===== config.mk =====
export PLATFORM = sky130hd
export DESIGN_NAME = eager_key_debouncer_with_wheel_core
export DESIGN_NICKNAME = d
export VERILOG_FILES = /design/src/ekdbw_pkg.sv /design/src/eager_key_debouncer_with_wheel_core.sv
export SDC_FILE = /design/constraint.sdc
export NUM_CORES = 1
export LEC_CHECK = 0
export BUFFER_PORTS_ARGS = -buffer_cell sky130_fd_sc_hd__buf_2
export CAP_MARGIN = 15
export CORE_ASPECT_RATIO = 1.1
export CORE_MARGIN = 8
export CORE_UTILIZATION = 41
export DETAILED_ROUTE_END_ITERATION = 8
export GPL_ROUTABILITY_DRIVEN = 0
export PLACE_DENSITY = 0.62
export REMOVE_ABC_BUFFERS = 1
export SLEW_MARGIN = 20
export SYNTH_ARGS = -nofsm -noshare
export SYNTH_HDL_FRONTEND = slang
export SYNTH_SLANG_ARGS = --single-unit
export TNS_END_PERCENT = 50

===== constraint.sdc =====
create_clock -name clk -period 7.4 [get_ports clk]
set_clock_uncertainty 0.1 [all_clocks]
set_input_delay 1.48 -clock clk [delete_from_list [all_inputs] [get_ports clk]]
set_output_delay 1.48 -clock clk [all_outputs]
set_load 0.05 [all_outputs]

===== src/ekdbw_pkg.sv =====
package ekdbw_pkg;

	localparam int KEY_COUNT = 25;
	localparam int LINE_W = KEY_COUNT + 2;
	localparam int ENC_A = KEY_COUNT;
	localparam int ENC_B = KEY_COUNT + 1;
	localparam int WINDOW_TICKS_DEF = 5;
	localparam int LIMIT_W = 10;
	localparam int COUNT_W = 11;
	localparam int WHEEL_W = 8;

	localparam logic [LIMIT_W-1:0] RESEND_LIMIT_RST = LIMIT_W'(100);
	localparam logic [COUNT_W-1:0] COUNT_MAX = '1;
	localparam logic signed [WHEEL_W:0] WHEEL_MAX = 9'sd127;
	localparam logic signed [WHEEL_W:0] WHEEL_MIN = -9'sd127;

	typedef logic [LINE_W-1:0] line_t;
	typedef logic signed [WHEEL_W-1:0] wheel_t;

	typedef enum logic [2:0] {
		EVT_A_RISE = 3'd0,
		EVT_A_FALL = 3'd1,
		EVT_B_RISE = 3'd2,
		EVT_B_FALL = 3'd3,
		EVT_NONE   = 3'd7
	} enc_evt_t;

	function automatic wheel_t sat_wheel(input logic signed [WHEEL_W:0] v);
		wheel_t r;
		if (v > WHEEL_MAX) begin
			r = WHEEL_MAX[WHEEL_W-1:0];
		end else if (v < WHEEL_MIN) begin
			r = WHEEL_MIN[WHEEL_W-1:0];
		end else begin
			r = v[WHEEL_W-1:0];
		end
		return r;
	endfunction

endpackage


===== src/eager_key_debouncer_with_wheel_core.sv =====
// channel | signals                                   | direction
// --------+-------------------------------------------+----------
// input   | in_valid, in_stall, raw_inputs, tx_failed | request in
// output  | out_valid, out_stall, key_state,          | request out
//         | send_report, wheel_amount, idle           |
// config  | wr_en, wr_data (resend limit)             | write only
//
// one request per cycle sustained while the result is not stalled; a request passes
// an input register, then the result register, with the whole tick evaluated in between.
// reset clears the change ring, all tick state and loads the resend limit of 100.
// a stalled result holds; the input register still takes a request while the
// result register is free or being drained in the same cycle.
module eager_key_debouncer_with_wheel_core #(
	parameter int WINDOW_TICKS = ekdbw_pkg::WINDOW_TICKS_DEF
) (
	input  logic                           clk,
	input  logic                           arst_n,
	input  logic                           wr_en,
	input  logic [ekdbw_pkg::LIMIT_W-1:0]  wr_data,
	input  logic                           in_valid,
	output logic                           in_stall,
	input  logic [ekdbw_pkg::LINE_W-1:0]   raw_inputs,
	input  logic                           tx_failed,
	output logic                           out_valid,
	input  logic                           out_stall,
	output logic [ekdbw_pkg::LINE_W-1:0]   key_state,
	output logic                           send_report,
	output logic signed [ekdbw_pkg::WHEEL_W-1:0] wheel_amount,
	output logic                           idle
);
	import ekdbw_pkg::*;

	localparam int SLOT_W = (WINDOW_TICKS > 1) ? $clog2(WINDOW_TICKS) : 1;
	localparam logic [SLOT_W-1:0] SLOT_LAST = SLOT_W'(WINDOW_TICKS - 1);

	// input stage
	logic  in_vld_s1;
	line_t raw_s1;
	logic  fail_s1;

	// result stage
	logic   out_vld_s2;
	line_t  key_state_s2;
	logic   send_s2;
	wheel_t amount_s2;
	logic   idle_s2;

	// tick state
	line_t              hist_q [WINDOW_TICKS];
	logic [SLOT_W-1:0]  slot_q;
	line_t              prev_raw_q;
	line_t              settled_q;
	logic [COUNT_W-1:0] count_q;
	wheel_t             pending_q;
	wheel_t             last_sent_q;
	enc_evt_t           last_evt_q;
	logic [LIMIT_W-1:0] limit_q;

	logic advance;

	// next-state values
	line_t              recent;
	line_t              next_settled;
	logic [SLOT_W-1:0]  next_slot;
	logic               enc_moved;
	enc_evt_t           evt;
	logic signed [1:0]  step;
	wheel_t             pending_trk;
	wheel_t             report_amt;
	logic               do_send;
	logic               do_idle;
	logic [COUNT_W-1:0] next_count;

	assign advance  = in_vld_s1 && (!out_vld_s2 || !out_stall);
	assign in_stall = in_vld_s1 && !advance;

	assign out_valid    = out_vld_s2;
	assign key_state    = key_state_s2;
	assign send_report  = send_s2;
	assign wheel_amount = amount_s2;
	assign idle         = idle_s2;

	always_comb begin
		recent = '0;
		for (int i = 0; i < WINDOW_TICKS; i++) begin
			recent = recent | hist_q[i];
		end
	end

	always_comb begin
		logic a0, a1, b0, b1;
		logic unchanged;
		logic signed [WHEEL_W:0] sum_pend;
		logic signed [WHEEL_W:0] sum_rep;
		wheel_t base;

		next_slot = (slot_q == SLOT_LAST) ? '0 : slot_q + 1'b1;

		// keys outside the window follow raw at once, encoder lines pass raw
		next_settled = ((raw_s1 ^ settled_q) & ~recent) ^ settled_q;
		next_settled[ENC_A] = raw_s1[ENC_A];
		next_settled[ENC_B] = raw_s1[ENC_B];

		a0 = settled_q[ENC_A];
		b0 = settled_q[ENC_B];
		a1 = raw_s1[ENC_A];
		b1 = raw_s1[ENC_B];
		enc_moved = (a0 != a1) || (b0 != b1);

		// a change on both lines counts as line a
		if (a0 == a1) begin
			evt = b1 ? EVT_B_RISE : EVT_B_FALL;
		end else begin
			evt = a1 ? EVT_A_RISE : EVT_A_FALL;
		end

		step = 2'sd0;
		if (last_evt_q == EVT_A_RISE && evt == EVT_B_RISE) begin
			step = 2'sd1;
		end else if (last_evt_q == EVT_A_RISE && evt == EVT_B_FALL) begin
			step = -2'sd1;
		end else if (last_evt_q == EVT_B_RISE && evt == EVT_A_RISE) begin
			step = -2'sd1;
		end else if (last_evt_q == EVT_B_RISE && evt == EVT_A_FALL) begin
			step = 2'sd1;
		end
		if (a1 && b1) begin
			step = 2'sd0;
		end

		sum_pend = {pending_q[WHEEL_W-1], pending_q} + {{(WHEEL_W-1){step[1]}}, step};
		pending_trk = enc_moved ? sat_wheel(sum_pend) : pending_q;

		unchanged = (settled_q == next_settled);
		do_idle   = unchanged && (recent == '0);
		do_send   = do_idle || !unchanged || (count_q > COUNT_W'(limit_q));

		base = fail_s1 ? last_sent_q : '0;
		sum_rep = {base[WHEEL_W-1], base} + {pending_trk[WHEEL_W-1], pending_trk};
		report_amt = sat_wheel(sum_rep);

		if (do_send) begin
			next_count = '0;
		end else if (count_q != COUNT_MAX) begin
			next_count = count_q + 1'b1;
		end else begin
			next_count = count_q;
		end
	end

	always_ff @(posedge clk or negedge arst_n) begin
		if (!arst_n) begin
			limit_q <= RESEND_LIMIT_RST;
		end else if (wr_en) begin
			limit_q <= wr_data;
		end
	end

	always_ff @(posedge clk or negedge arst_n) begin
		if (!arst_n) begin
			in_vld_s1 <= 1'b0;
		end else if (in_valid && !in_stall) begin
			in_vld_s1 <= 1'b1;
		end else if (advance) begin
			in_vld_s1 <= 1'b0;
		end
	end

	always_ff @(posedge clk) begin
		if (in_valid && !in_stall) begin
			raw_s1  <= raw_inputs;
			fail_s1 <= tx_failed;
		end
	end

	always_ff @(posedge clk or negedge arst_n) begin
		if (!arst_n) begin
			for (int i = 0; i < WINDOW_TICKS; i++) begin
				hist_q[i] <= '0;
			end
			slot_q      <= '0;
			prev_raw_q  <= '0;
			settled_q   <= '0;
			count_q     <= '0;
			pending_q   <= '0;
			last_sent_q <= '0;
			last_evt_q  <= EVT_NONE;
		end else if (advance) begin
			hist_q[next_slot] <= raw_s1 ^ prev_raw_q;
			slot_q     <= next_slot;
			prev_raw_q <= raw_s1;
			settled_q  <= next_settled;
			count_q    <= next_count;
			if (enc_moved) begin
				last_evt_q <= evt;
			end
			if (do_send) begin
				pending_q   <= '0;
				last_sent_q <= report_amt;
			end else begin
				pending_q <= pending_trk;
			end
		end
	end

	always_ff @(posedge clk or negedge arst_n) begin
		if (!arst_n) begin
			out_vld_s2 <= 1'b0;
		end else if (advance) begin
			out_vld_s2 <= 1'b1;
		end else if (!out_stall) begin
			out_vld_s2 <= 1'b0;
		end
	end

	always_ff @(posedge clk) begin
		if (advance) begin
			key_state_s2 <= next_settled;
			send_s2      <= do_send;
			amount_s2    <= do_send ? report_amt : '0;
			idle_s2      <= do_idle;
		end
	end

endmodule


==> flow_summary_export.csv <==
group,metric,value,unit
die,start_util,0.4137,
sta,timing.fmax,153.0,MHz
yosys,synthArstFlopShare,0.7811,
yosys,synth_cell_types,74,
clock_tree,cts.htree.levels,2,
yosys,synthFlopType,"dfrtp_1",
routing,postRouteAntennaNets,0,
sta,final.period_utilization,0.8833,
global_routing,grt.overflow.total,0,
final_layout,area_growth,14.43,%
final_layout,drive_above_1_share,0.1409,
clock_tree,cts.sinks,297,
sta,setup_viol,0,
final_layout,utilization,0.4734,
yosys,synth_top_area_cell,"dfrtp_1",
yosys,synth_area,13320,um^2
clock_tree,cts_buffers,34,
worst_setup_path,required,7560,ps
routing,drt_pass1_iterations,5,
sta,slew_headroom,0.4071,
routing,via_per_inst,5.260,
global_routing,grt_pass1_wl,50690,um
global_routing,grt_pass1_vias,9825,
yosys,yosys_warnings,0,
die,die_x,187.9,um
die,die_area,38530,um^2
die,coreArea,32200,um^2
die,rows,69,
clock_tree,clk_path_buf_depth,3,
sta,finalMaxSlewViolations,0,
final_layout,insertedDiodeCount,0,
die,die_y,205.1,um
final_layout,final_common_cell,"dfrtp_1",
yosys,synth_top_area_share,0.4245,
final_layout,nFillCells,2965,
worst_setup_path,cp-end-kind,"flop",
final_layout,final_cell_mix,"226 x dfrtp_1, 193 x nor2_1, 190 x nand2_1",
routing,totalWireLength,30750,um
clock_tree,cts_root_buf,"clkbuf_16",
sta,fin_crit,6537,ps
hold_path,hp-class,"reg -> reg",
yosys,ys_seq_area_frac,0.5828,
global_routing,grt_usage,0.1614,
power_and_ir_drop,ir_worst_vdd,0.0002601,V
die,io_pins,82,
clock_tree,cts_hold_buf,0,
worst_setup_path,worstPathArrival,6690,ps
run_status,status,"finished clean",
sta,rsz0062_at_grt,"false",
routing,num_vias,9595,
clock_tree,clkTransAtPathRegs,50,ps
worst_setup_path,crit_fanout,12,
global_routing,grt_max_degree,98,
sta,tightest_slew,889.4,ps
place,portBuffers,81,
yosys,ys_ff_latch,297,
flow_run,cap_violations,0,
clock_tree,post_cts_resized,0,
routing,drc_errors,0,
yosys,avgSynthCellArea,10.26,um^2
clock_tree,insertion_delay,510,ps
power_and_ir_drop,p_leak,6.379,nW
yosys,synth_edf_count,65,
place,hpwl,20110,um
global_routing,antenna_found_initial,0,
yosys,netlist_top_cells_area,"dfrtp_1 42%, edfxtp_1 15%, nor2_1 5.5%",
routing,wire_per_inst,16.86,um
final_layout,nets,1442,
sta,finalHoldViolCount,0,
worst_setup_path,critPathKind,"reg -> reg",
clock_tree,cts_tree,"built",
yosys,netlist_instances,1299,
clock_tree,postCtsSetupBuffers,0,
worst_setup_path,r2r_setup_slack,860,ps
routing,drtIter0Drc,680,
power_and_ir_drop,p_per_area,401.8,nW/um^2
worst_setup_path,worstSetupStartpointType,"flop",
sta,fin_tns_setup,0,ps
[cell usage after synthesis, types with 22 or more instances]
cell type  count
nand2_1      191
mux2_2        22
inv_1         35
edfxtp_1      65
nor2_1       194
xnor2_1       40
o21ai_0       95
ha_1          25
dfrtp_1      226
nor4b_1       31
or4_1         28
clkbuf_1      49
a21oi_1       99
[per-layer routing]
metal	GRT usage	wire, um
met1	0.2045	13590
met2	0.2729	14760
met3	0.03149	1539
met4	0.05687	850
met5	0	0
[cell families after synthesis]
group,synth area share
DFF,0.5828
AOI/OAI and AO/OA,0.1126
buffers and inverters,0.02470
adders and majority gates,0.02893
and+or+nand+nor,0.1937
muxes,0.02498
xor gates and xnor gates,0.03221
[registers in the layout, summed over array words and instances (netlist names)]
name          count
hist_q          135
key_state        27
prev_raw_q       27
raw_s1           27
settled_q        25
count_q          11
limit_q          10
last_sent_q       8
pending_q         8
wheel_amount      8
last_evt_q        3
slot_q            3
fail_s1           1
idle              1
in_vld_s1         1
out_valid         1
send_report       1
[path summary, 6_finish.rpt]
path / start / end / depth (start not counted)
max: raw_s1[25]$_DFFE_PP_ / wheel_amount[5]$_SDFFCE_PP0P_ / 24
min: hist_q[24]$_DFFE_PN0P_ / hist_q[24]$_DFFE_PN0P_ / 2
max reg2reg: raw_s1[25]$_DFFE_PP_ / wheel_amount[5]$_SDFFCE_PP0P_ / 24
min reg2reg: hist_q[24]$_DFFE_PN0P_ / hist_q[24]$_DFFE_PN0P_ / 2
max in group asynchronous: arst_n / hist_q[80]$_DFFE_PN0P_ / 3
min in group asynchronous: arst_n / prev_raw_q[0]$_DFFE_PN0P_ / 1
[power by group]
part	internal, mW	switching [mW]
Sequential	2.29	0.339
Combinational	0.711	1.20
Clock	0.932	0.650
Total	3.94	2.19
[final cells by class]
class / count / area (um^2) / share of cell area
Clock buffer: 46 / 947.2 / 0.06213
Clock inverter: 15 / 98.84 / 0.006484
Inverter: 35 / 133.9 / 0.008782
Multi-Input combinational cell: 915 / 5264 / 0.3453
Sequential cell: 297 / 7765 / 0.5094
Tap cell: 426 / 533.0 / 0.03496
Timing Repair Buffer: 90 / 503.0 / 0.03299
[per-stage QoR]
step	area (um^2)	hold slack [ps]	std cells	setup WS [ps]	power, mW
final	15240	373.2	1824	863.4	6.125
after global routing	15240	402.0	1824	422.0	6.559
after CTS	15220	376.7	1823	917.9	6.184
after detailed placement	14170	363.4	1762	958.0	4.565
after global placement	14170	354.7	1762	1060	4.506
after floorplan	13130	341.4	1247	521.6	4.022
[critical path, stage by stage, from the launching register on]
cell and delay (ps):
edfxtp_1 450, ha_1 540, or3b_4 440, a21o_1 270, xnor2_1 150, ha_1 280, or2_2 300, a2111oi_0 390
a41oi_1 160, xnor2_1 210, nor3_1 60, o2111a_1 100, o21ai_0 290, a21oi_1 120, a21oi_1 280, ha_1 280
a21o_1 150, a21oi_1 230, o21bai_1 90, a21oi_1 230, o21bai_1 100, a21oi_1 270, xnor2_1 240, maj3_2 360
and2_2 190
(Power assumes the default switching activity.)
